File: src/sv/rsa_modular_exponentiation_core_assert.svh
// Assertion macros shared by the RSA modular exponentiation core RTL.
// Depends on nothing; files that assert include it by name.
`ifndef RSA_MODULAR_EXPONENTIATION_CORE_ASSERT_SVH
`define RSA_MODULAR_EXPONENTIATION_CORE_ASSERT_SVH
`ifndef SYNTHESIS
`define RME_ASSERT_AT(label, clk_sig, rstn_sig, prop, msg) \
  label: assert property (@(posedge clk_sig) disable iff (!rstn_sig) prop) else $error(msg);
`define RME_ASSERT(label, prop, msg) `RME_ASSERT_AT(label, clk, rst_n, prop, msg)
`else
`define RME_ASSERT_AT(label, clk_sig, rstn_sig, prop, msg)
`define RME_ASSERT(label, prop, msg)
`endif
`endif

File: src/sv/rme_pkg.sv
// Package for the RSA modular exponentiation core: constants, state and
// command/status types. Depends on nothing.
package rme_pkg;

  localparam int WIDTH_DEF = 32;

  // Configuration register indexes.
  localparam int CFG_IDX_W = 2;
  localparam logic [CFG_IDX_W-1:0] CFG_MODULUS = 2'd0;
  localparam logic [CFG_IDX_W-1:0] CFG_ENC_EXP = 2'd1;
  localparam logic [CFG_IDX_W-1:0] CFG_DEC_EXP = 2'd2;

  // Command field codes.
  localparam logic CMD_ENCRYPT = 1'b0;
  localparam logic CMD_DECRYPT = 1'b1;

  typedef enum logic [2:0] {
    S_IDLE,
    S_CHECK,
    S_MUL_PROD,
    S_MUL_RED,
    S_SQR_PROD,
    S_SQR_RED,
    S_DONE
  } state_t;

  typedef struct packed {
    logic load;      // capture a new transaction
    logic mul_prod;  // form acc * base
    logic sqr_prod;  // form base * base
    logic red_step;  // one restoring reduction step
    logic acc_wr;    // write reduced value to the accumulator
    logic base_wr;   // write reduced value to the base, shift the exponent
    logic out_load;  // load the output register
  } dp_cmd_t;

  typedef struct packed {
    logic exp_zero;
    logic exp_lsb;
    logic mod_zero;
    logic red_last;
    logic out_full;
  } dp_sts_t;

endpackage

File: src/sv/rme_if.sv
// Valid/ready channel interfaces of the RSA modular exponentiation core.
// Depends on rme_pkg for the default width.
interface rme_in_if #(parameter int WIDTH = rme_pkg::WIDTH_DEF);
  logic             valid;
  logic             ready;
  logic             command;
  logic [WIDTH-1:0] value;

  modport source (output valid, output command, output value, input ready);
  modport sink   (input valid, input command, input value, output ready);
endinterface

interface rme_out_if #(parameter int WIDTH = rme_pkg::WIDTH_DEF);
  logic             valid;
  logic             ready;
  logic [WIDTH-1:0] result;

  modport source (output valid, output result, input ready);
  modport sink   (input valid, input result, output ready);
endinterface

File: src/sv/rme_datapath.sv
// Datapath of the RSA modular exponentiation core: key registers, operand
// registers, multiplier, bit-serial reducer and output register. Uses rme_pkg.
module rme_datapath #(
  parameter int WIDTH = rme_pkg::WIDTH_DEF
) (
  input  logic                           clk,
  input  logic                           rst_n,
  input  logic                           cfg_we,
  input  logic [rme_pkg::CFG_IDX_W-1:0]  cfg_index,
  input  logic [WIDTH-1:0]               cfg_wdata,
  input  logic                           in_command,
  input  logic [WIDTH-1:0]               in_value,
  input  rme_pkg::dp_cmd_t               cmd,
  output rme_pkg::dp_sts_t               sts,
  input  logic                           out_ready,
  output logic                           out_valid,
  output logic [WIDTH-1:0]               out_result
);
  import rme_pkg::*;

  localparam int PW = 2 * WIDTH;
  localparam int CNT_W = $clog2(PW);
  localparam logic [CNT_W-1:0] CNT_LAST = CNT_W'(PW - 1);

  logic [WIDTH-1:0] mod_r, enc_r, dec_r;
  logic [WIDTH-1:0] acc_r, base_r, exp_r;
  logic [PW-1:0]    prod_r;
  logic [WIDTH-1:0] rem_r;
  logic [CNT_W-1:0] cnt_r;
  logic             out_valid_r;
  logic [WIDTH-1:0] out_result_r;

  logic [WIDTH-1:0] mult_a;
  logic [PW-1:0]    prod_nxt;
  logic [WIDTH:0]   shifted;
  logic [WIDTH:0]   mod_ext;
  logic [WIDTH:0]   rem_step;
  logic [WIDTH-1:0] rem_nxt;

  // The user must write the key registers only while the core is idle; the block itself does not enforce it.
  always_ff @(posedge clk) begin
    if (!rst_n) begin
      mod_r <= WIDTH'(2);
      enc_r <= WIDTH'(1);
      dec_r <= WIDTH'(1);
    end else if (cfg_we) begin
      case (cfg_index)
        CFG_MODULUS: mod_r <= cfg_wdata;
        CFG_ENC_EXP: enc_r <= cfg_wdata;
        CFG_DEC_EXP: dec_r <= cfg_wdata;
        default: ;
      endcase
    end
  end

  assign mult_a   = cmd.sqr_prod ? base_r : acc_r;
  assign prod_nxt = PW'(mult_a) * PW'(base_r);

  // Restoring reduction: shift in one product bit, subtract the modulus
  // when the partial remainder reaches it.
  assign shifted  = {rem_r, prod_r[PW-1]};
  assign mod_ext  = {1'b0, mod_r};
  assign rem_step = (shifted >= mod_ext) ? (shifted - mod_ext) : shifted;
  assign rem_nxt  = rem_step[WIDTH-1:0];

  always_ff @(posedge clk) begin
    if (cmd.load) begin
      base_r <= in_value;
      acc_r  <= WIDTH'(1);
      exp_r  <= (in_command == CMD_DECRYPT) ? dec_r : enc_r;
    end else begin
      if (cmd.acc_wr) begin
        acc_r <= rem_nxt;
      end
      if (cmd.base_wr) begin
        base_r <= rem_nxt;
        exp_r  <= exp_r >> 1;
      end
    end
    if (cmd.mul_prod || cmd.sqr_prod) begin
      prod_r <= prod_nxt;
      rem_r  <= '0;
    end else if (cmd.red_step) begin
      prod_r <= prod_r << 1;
      rem_r  <= rem_nxt;
    end
    if (cmd.out_load) begin
      out_result_r <= (mod_r == '0) ? '0 : acc_r;
    end
  end

  always_ff @(posedge clk) begin
    if (!rst_n) begin
      cnt_r       <= '0;
      out_valid_r <= 1'b0;
    end else begin
      if (cmd.mul_prod || cmd.sqr_prod) begin
        cnt_r <= '0;
      end else if (cmd.red_step) begin
        cnt_r <= (cnt_r == CNT_LAST) ? '0 : cnt_r + CNT_W'(1);
      end
      if (cmd.out_load) begin
        out_valid_r <= 1'b1;
      end else if (out_ready) begin
        out_valid_r <= 1'b0;
      end
    end
  end

  assign sts.exp_zero = (exp_r == '0);
  assign sts.exp_lsb  = exp_r[0];
  assign sts.mod_zero = (mod_r == '0);
  assign sts.red_last = (cnt_r == CNT_LAST);
  assign sts.out_full = out_valid_r && !out_ready;

  assign out_valid  = out_valid_r;
  assign out_result = out_result_r;

endmodule

File: src/sv/rme_ctrl.sv
// Controller of the RSA modular exponentiation core: sequences the
// square-and-multiply steps. Uses rme_pkg and the assertion header.
`include "rsa_modular_exponentiation_core_assert.svh"
module rme_ctrl (
  input  logic             clk,
  input  logic             rst_n,
  input  logic             in_valid,
  output logic             in_ready,
  input  rme_pkg::dp_sts_t sts,
  output rme_pkg::dp_cmd_t cmd
);
  import rme_pkg::*;

  state_t state_r, state_nxt;
  logic   in_fire;

  assign in_ready = (state_r == S_IDLE);
  assign in_fire  = in_valid && in_ready;

  always_ff @(posedge clk) begin
    if (!rst_n) begin
      state_r <= S_IDLE;
    end else begin
      state_r <= state_nxt;
    end
  end

  always_comb begin
    state_nxt = state_r;
    case (state_r)
      S_IDLE: begin
        if (in_fire) state_nxt = S_CHECK;
      end
      S_CHECK: begin
        if (sts.exp_zero || sts.mod_zero) state_nxt = S_DONE;
        else if (sts.exp_lsb)             state_nxt = S_MUL_PROD;
        else                              state_nxt = S_SQR_PROD;
      end
      S_MUL_PROD: state_nxt = S_MUL_RED;
      S_MUL_RED: begin
        if (sts.red_last) state_nxt = S_SQR_PROD;
      end
      S_SQR_PROD: state_nxt = S_SQR_RED;
      S_SQR_RED: begin
        if (sts.red_last) state_nxt = S_CHECK;
      end
      S_DONE: begin
        if (!sts.out_full) state_nxt = S_IDLE;
      end
      default: state_nxt = S_IDLE;
    endcase
  end

  always_comb begin
    cmd          = '0;
    cmd.load     = in_fire;
    case (state_r)
      S_MUL_PROD: cmd.mul_prod = 1'b1;
      S_SQR_PROD: cmd.sqr_prod = 1'b1;
      S_MUL_RED: begin
        cmd.red_step = 1'b1;
        cmd.acc_wr   = sts.red_last;
      end
      S_SQR_RED: begin
        cmd.red_step = 1'b1;
        cmd.base_wr  = sts.red_last;
      end
      S_DONE:  cmd.out_load = !sts.out_full;
      default: ;
    endcase
  end

  // A result must never overwrite one that the sink has not taken.
  `RME_ASSERT(a_no_overwrite, cmd.out_load |-> !sts.out_full, "result overwritten")
  // An accepted transaction always starts with an exponent check.
  `RME_ASSERT(a_accept_check, in_fire |=> state_r == S_CHECK, "accept did not start")
  // The reduction counter only completes inside a reduction phase.
  `RME_ASSERT(a_red_last_phase,
    sts.red_last |-> (state_r == S_MUL_RED || state_r == S_SQR_RED),
    "reduction end outside reduction")

endmodule

File: src/sv/rsa_modular_exponentiation_core.sv
// RSA modular exponentiation core, right-to-left square-and-multiply.
// One transaction at a time: the next one can be accepted in the cycle after the result is loaded.
// Reset (synchronous, active low): idle, no result pending, modulus 2, both exponents 1.
module rsa_modular_exponentiation_core #(
  parameter int WIDTH = rme_pkg::WIDTH_DEF
) (
  input  logic                          clk,
  input  logic                          rst_n,
  rme_in_if.sink                        in_ch,
  rme_out_if.source                     out_ch,
  input  logic                          cfg_we,
  input  logic [rme_pkg::CFG_IDX_W-1:0] cfg_index,
  input  logic [WIDTH-1:0]              cfg_wdata
);
  import rme_pkg::*;

  // The controller walks the exponent from its low bit. For each bit it
  // optionally multiplies the accumulator by the base, then squares the
  // base; each product is formed by the multiplier and registered, then
  // reduced modulo the modulus one product bit per cycle. A zero exponent
  // or a zero modulus skips straight to the result.
  // A finished result waits in the output register while the next
  // transaction is accepted; a result that finds the register still full
  // holds the controller until the sink takes the older one.
  dp_cmd_t cmd;
  dp_sts_t sts;

  rme_ctrl u_ctrl (
    .clk      (clk),
    .rst_n    (rst_n),
    .in_valid (in_ch.valid),
    .in_ready (in_ch.ready),
    .sts      (sts),
    .cmd      (cmd)
  );

  // The datapath holds the key registers and the output register, so the
  // result transaction is driven straight from registers.
  rme_datapath #(.WIDTH(WIDTH)) u_dp (
    .clk        (clk),
    .rst_n      (rst_n),
    .cfg_we     (cfg_we),
    .cfg_index  (cfg_index),
    .cfg_wdata  (cfg_wdata),
    .in_command (in_ch.command),
    .in_value   (in_ch.value),
    .cmd        (cmd),
    .sts        (sts),
    .out_ready  (out_ch.ready),
    .out_valid  (out_ch.valid),
    .out_result (out_ch.result)
  );

endmodule
File: src/flat_wrapper.sv
// flat-port wrapper written by rule: the top's interface ports become plain ports
module rsa_modular_exponentiation_core_flat import rme_pkg::*;
#(
  parameter int WIDTH = rme_pkg::WIDTH_DEF
)
  (clk, rst_n, cfg_we, cfg_index, cfg_wdata, in_ch_valid, in_ch_command, in_ch_value, in_ch_ready, out_ch_valid, out_ch_result, out_ch_ready);
  rme_in_if #(.WIDTH(WIDTH)) in_ch_i ();
  rme_out_if #(.WIDTH(WIDTH)) out_ch_i ();
  input  logic clk;
  input  logic rst_n;
  input  logic cfg_we;
  input  logic [rme_pkg::CFG_IDX_W-1:0] cfg_index;
  input  logic [WIDTH-1:0] cfg_wdata;
  input wire logic [$bits(in_ch_i.valid)-1:0] in_ch_valid;
  input wire logic [$bits(in_ch_i.command)-1:0] in_ch_command;
  input wire logic [$bits(in_ch_i.value)-1:0] in_ch_value;
  output wire logic [$bits(in_ch_i.ready)-1:0] in_ch_ready;
  output wire logic [$bits(out_ch_i.valid)-1:0] out_ch_valid;
  output wire logic [$bits(out_ch_i.result)-1:0] out_ch_result;
  input wire logic [$bits(out_ch_i.ready)-1:0] out_ch_ready;
  assign in_ch_i.valid = in_ch_valid;
  assign in_ch_i.command = in_ch_command;
  assign in_ch_i.value = in_ch_value;
  assign in_ch_ready = in_ch_i.ready;
  assign out_ch_valid = out_ch_i.valid;
  assign out_ch_result = out_ch_i.result;
  assign out_ch_i.ready = out_ch_ready;
  rsa_modular_exponentiation_core #(.WIDTH(WIDTH)) u_core (.clk(clk), .rst_n(rst_n), .in_ch(in_ch_i), .out_ch(out_ch_i), .cfg_we(cfg_we), .cfg_index(cfg_index), .cfg_wdata(cfg_wdata));
endmodule
File: config.mk
export PLATFORM = sky130hd
export DESIGN_NAME = rsa_modular_exponentiation_core_flat
export DESIGN_NICKNAME = d
export VERILOG_FILES = /design/src/sv/rme_pkg.sv /design/src/sv/rme_if.sv /design/src/sv/rme_datapath.sv /design/src/sv/rme_ctrl.sv /design/src/sv/rsa_modular_exponentiation_core.sv /design/src/flat_wrapper.sv
export VERILOG_INCLUDE_DIRS = /design/src /design/src/sv
export SDC_FILE = /design/constraint.sdc
export NUM_CORES = 2
export LEC_CHECK = 0
export BUFFER_PORTS_ARGS = -buffer_cell sky130_fd_sc_hd__buf_2
export CAP_MARGIN = 20
export CORE_ASPECT_RATIO = 0.75
export CORE_UTILIZATION = 25
export CTS_BUF_LIST = sky130_fd_sc_hd__clkbuf_16
export DETAILED_ROUTE_END_ITERATION = 6
export GPL_TIMING_DRIVEN = 0
export PLACE_DENSITY = 0.44
export SETUP_SLACK_MARGIN = 0.1
export SKIP_LAST_GASP = 1
export SLEW_MARGIN = 20
export SYNTH_ARGS = -nofsm -noshare
export SYNTH_HDL_FRONTEND = slang
export SYNTH_SLANG_ARGS = --single-unit
File: constraint.sdc
create_clock -name clk -period 18.7 [get_ports clk]
set_input_delay 0.935 -clock clk [delete_from_list [all_inputs] [get_ports clk]]
set_output_delay 0.935 -clock clk [all_outputs]
set_load 0.005 [all_outputs]
==> metrics.md <==
| Metric | Value |
|---|---|
| DRC viols | 0 |
| Final setup skew | 0.04079 ns |
| Inserted Clock Buffers | 35 |
| Worst hold path startpoint | u_core.u_dp.dec_r[22]$_SDFFE_PN0P_ |
| Number of instances resized during post-cts repair | 0 |
| Initial standard-cell utilization of the core | 0.2515 |
| Die Span X | 512.3 um |
| GR Overflow Total | 0 |
| Clock-pin slew reported for the worst setup and hold paths after clock tree synthesis | 0.07 ns |
| DR pass1 iterations | 6 |
| Slew Viols, Final | 0 |
| Number of instances in the placed design | 7979 |
| Clock Sink Count | 330 |
| Final worst-path setup slack | 5.495 ns |
| Fin crit share | 0.7062 |
| Multi-input combinational cell area | 36000 um2 |
| Nets in the synthesized netlist | 6579 |
| Endpoints failing setup | 0 |
| Top area cells in the synthesized netlist | fa_1 (37%), edfxtp_1 (9.8%), ha_1 (7.6%), and2_1 (7.5%), dfxtp_1 (7.0%) |
| Synth top area share | 0.3678 |
| Overall fraction of global-route tracks in use | 0.2194 |
| Post-synthesis register bit count | 330 |
| Routed wire length | 217.1 mm |
| Outcome | completed |
| Die footprint | 197100 um2 |
| TritonCTS clock tree | yes |
| Total of max-cap violations | 0 |
| Number of standard cells in the final layout excluding fillers | 8073 |
| Routability congestion estimate | 0.9777 |
| Startpoint type of the worst setup path | register |
| Number of H-tree levels | 2 |
| Per-cell via count in the routed design | 4.855 |
| Post-cts hold buffer count | 0 |
| Required time of the worst setup path | 18.99 ns |
| Slew at the pin with the worst max-slew slack | 1.359 ns |
| Wire length of the first global-routing pass | 304.2 mm |
| Post-place setup slack | 6.031 ns |
| Nets | 6725 |
| Class of the worst hold path | register to register |
| Leading post-synthesis cells by instance count | inv_1 (898), fa_1 (897), nand2_1 (824), and2_1 (588), clkbuf_1 (309) |
| EDFF count, synth | 160 |
| Most used cell, CP | fa_1 |
| Antenna violations before repair | 46 |
| Library cell contributing the largest single delay on the critical path | clkbuf_1 |
| Headroom to the max-slew limit | 0.09402 |
| Number of buffers between clock root and the deepest sink | 3 |
| Data arrival at the endpoint of the critical path | 13.50 ns |
| Largest net degree at the start of global routing | 74 |
| Storage element area | 8208 um2 |
| Launch point of the worst path | u_core.u_ctrl.state_r[0]$_SDFFE_PN0P_ |
| Most used flip-flop cell after synthesis | dfxtp_1 |
| DRT antenna net count | 0 |
| Post-CTS setup buffer count | 0 |
| Number of rows in the core area | 140 |
| Shortest clock period the worst path allows after layout | 13.21 ns |
| Cell area after technology mapping | 48820 um2 |
| Area growth from synthesis to final layout | 10.54% |
| Per-instance average area after synthesis | 9.187 um2 |
| Placed wire-length estimate | 182.4 mm |
| Worst setup EP type | register |
| Drt first-iter violations | 4419 |
| Number of global-route vias before repair | 38732 |
| Number of failing hold endpoints at the final stage | 0 |
| Count of fill cells added during filler insertion | 20995 |
| Buffer cell driving the clock tree root | clkbuf_16 |
| Most common cell in the netlist | inv_1 |
| Synth unique cells | 80 |
| Worst R2R Start | u_core.u_ctrl.state_r[0]$_SDFFE_PN0P_ |
| Crit path largest cell delay | 1.01 ns |
| Total negative slack | 0 ns |
| Top Ports | 106 |
| Number of port buffers | 103 |
| Vert. Die Dim | 384.7 um |
| RSZ-0062 raised after global routing | false |
| Critical path class | register to register |
| Via Count | 39192 |
| Cell count after synthesis | 5314 |
| Routed length per instance | 26.89 um |
| Share of flip-flops with an asynchronous set or reset | 0 |
| Clock insertion delay at the later pin of the skew report | 0.60 ns |
| YS warnings | 0 |
| Highest clock frequency the design can meet | 75.73 MHz |
| Post-synthesis sequential area ratio | 0.1681 |
| Post-synth top area cell | fa_1 |
| Layout cell share with drive strength beyond 1 | 0.04921 |
| Core Footprint | 194100 um2 |
| Worst Path Max Fanout | 10 |
## worst max-delay path, delay by kind of cell, from the launching register on
family / cells / cell delay [ns]
compound gates: 8 / 3.40
xor+xnor: 1 / 0.42
fa+ha+maj: 9 / 4.54
flops: 1 / 0.30
simple gates: 5 / 0.77
buf+inv: 9 / 3.47
## layout by cell type (no fill, tap or decap), types with 7 or more instances in the layout
cell type	synthesis	layout
mux2i_1	52	52
a31oi_1	10	10
o21ai_0	211	210
buf_2	3	106
o21ai_1	17	18
o211ai_1	14	14
nand4_1	34	34
a21boi_0	101	101
clkbuf_2	1	42
mux2_2	33	33
nand2_1	824	824
a211oi_1	16	16
o21a_1	25	25
a21oi_1	166	165
clkbuf_16	0	35
nor2b_1	40	40
nor3_1	16	16
o31ai_1	13	13
diode_2	0	30
or3_1	7	7
clkbuf_1	309	268
and4_1	8	8
and2_1	588	588
nor2_1	100	98
nor4_1	20	20
ha_1	296	296
edfxtp_1	160	160
o21bai_1	17	17
xor2_1	29	29
inv_1	898	899
nand3_1	35	35
a21o_1	50	50
dfxtp_1	170	170
xnor2_1	51	51
and3_1	9	9
fa_1	897	897
## cell type report
cell class,count,area share
clock inverter,29,0.005310
clock buffer,35,0.01623
antenna,30,0.001391
timing repair buffer,109,0.01171
buffer,323,0.02423
multi-input combinational,3761,0.6671
sequential,330,0.1521
inverter,900,0.06269
tap,2556,0.05926
## metal layers
metal | GRT usage | vias up | part of all wire
met5 | 0 | - | 0.00072
met4 | 0.03916 | 16 | 0.020
met3 | 0.06032 | 226 | 0.11
met2 | 0.2943 | 1799 | 0.38
met1 | 0.3435 | 20323 | 0.49
li1 | - | 16828 | -
## registers in the layout, indices dropped and copies added (netlist names)
name and count:
u_core.u_dp.prod_r 64, u_core.u_dp.acc_r 32, u_core.u_dp.base_r 32, u_core.u_dp.dec_r 32
u_core.u_dp.enc_r 32, u_core.u_dp.exp_r 32, u_core.u_dp.mod_r 32, u_core.u_dp.out_result 32
u_core.u_dp.rem_r 32, u_core.u_dp.cnt_r 6, u_core.u_ctrl.state_r 3, u_core.u_dp.out_valid 1
## stage by stage
step / util / instance area [um2] / hold WS [ns]
finish: 0.2780 / 53960 / 0.4646
global route: 0.2777 / 53890 / 0.4870
CTS: 0.2776 / 53880 / 0.4663
detailed placement: 0.2716 / 52720 / 0.4571
global placement: 0.2707 / 52530 / 0.4496
floorplan: - / 48820 / 0.4401
## cells by family (layout without fill, tap and decap cells)
kind of cell / after synthesis / in the layout / share of synthesized area
other: 0 / 30 / 0
AOI/OAI and AO/OA: 697 / 697 / 0.08945
xor gates and xnor gates: 80 / 80 / 0.01435
DFF: 330 / 330 / 0.1681
and+or+nand+nor: 1706 / 1706 / 0.1712
muxes: 85 / 85 / 0.01827
adders and majority gates: 1193 / 1193 / 0.4437
buffers and inverters: 1223 / 1396 / 0.09493
## worst paths after layout
path	end	slack (ns)	cells past startpoint
min reg2reg	u_core.u_dp.dec_r[22]$_SDFFE_PN0P_	0.46	2
max	u_core.u_dp.prod_r[54]$_DFFE_PP_	5.49	32
max reg2reg	u_core.u_dp.prod_r[54]$_DFFE_PP_	5.49	32
min	u_core.u_dp.dec_r[22]$_SDFFE_PN0P_	0.46	2
Power is left out: the tool's default activity adds up to more than one toggle a clock period on the data nets, which glitch-free logic cannot reach.
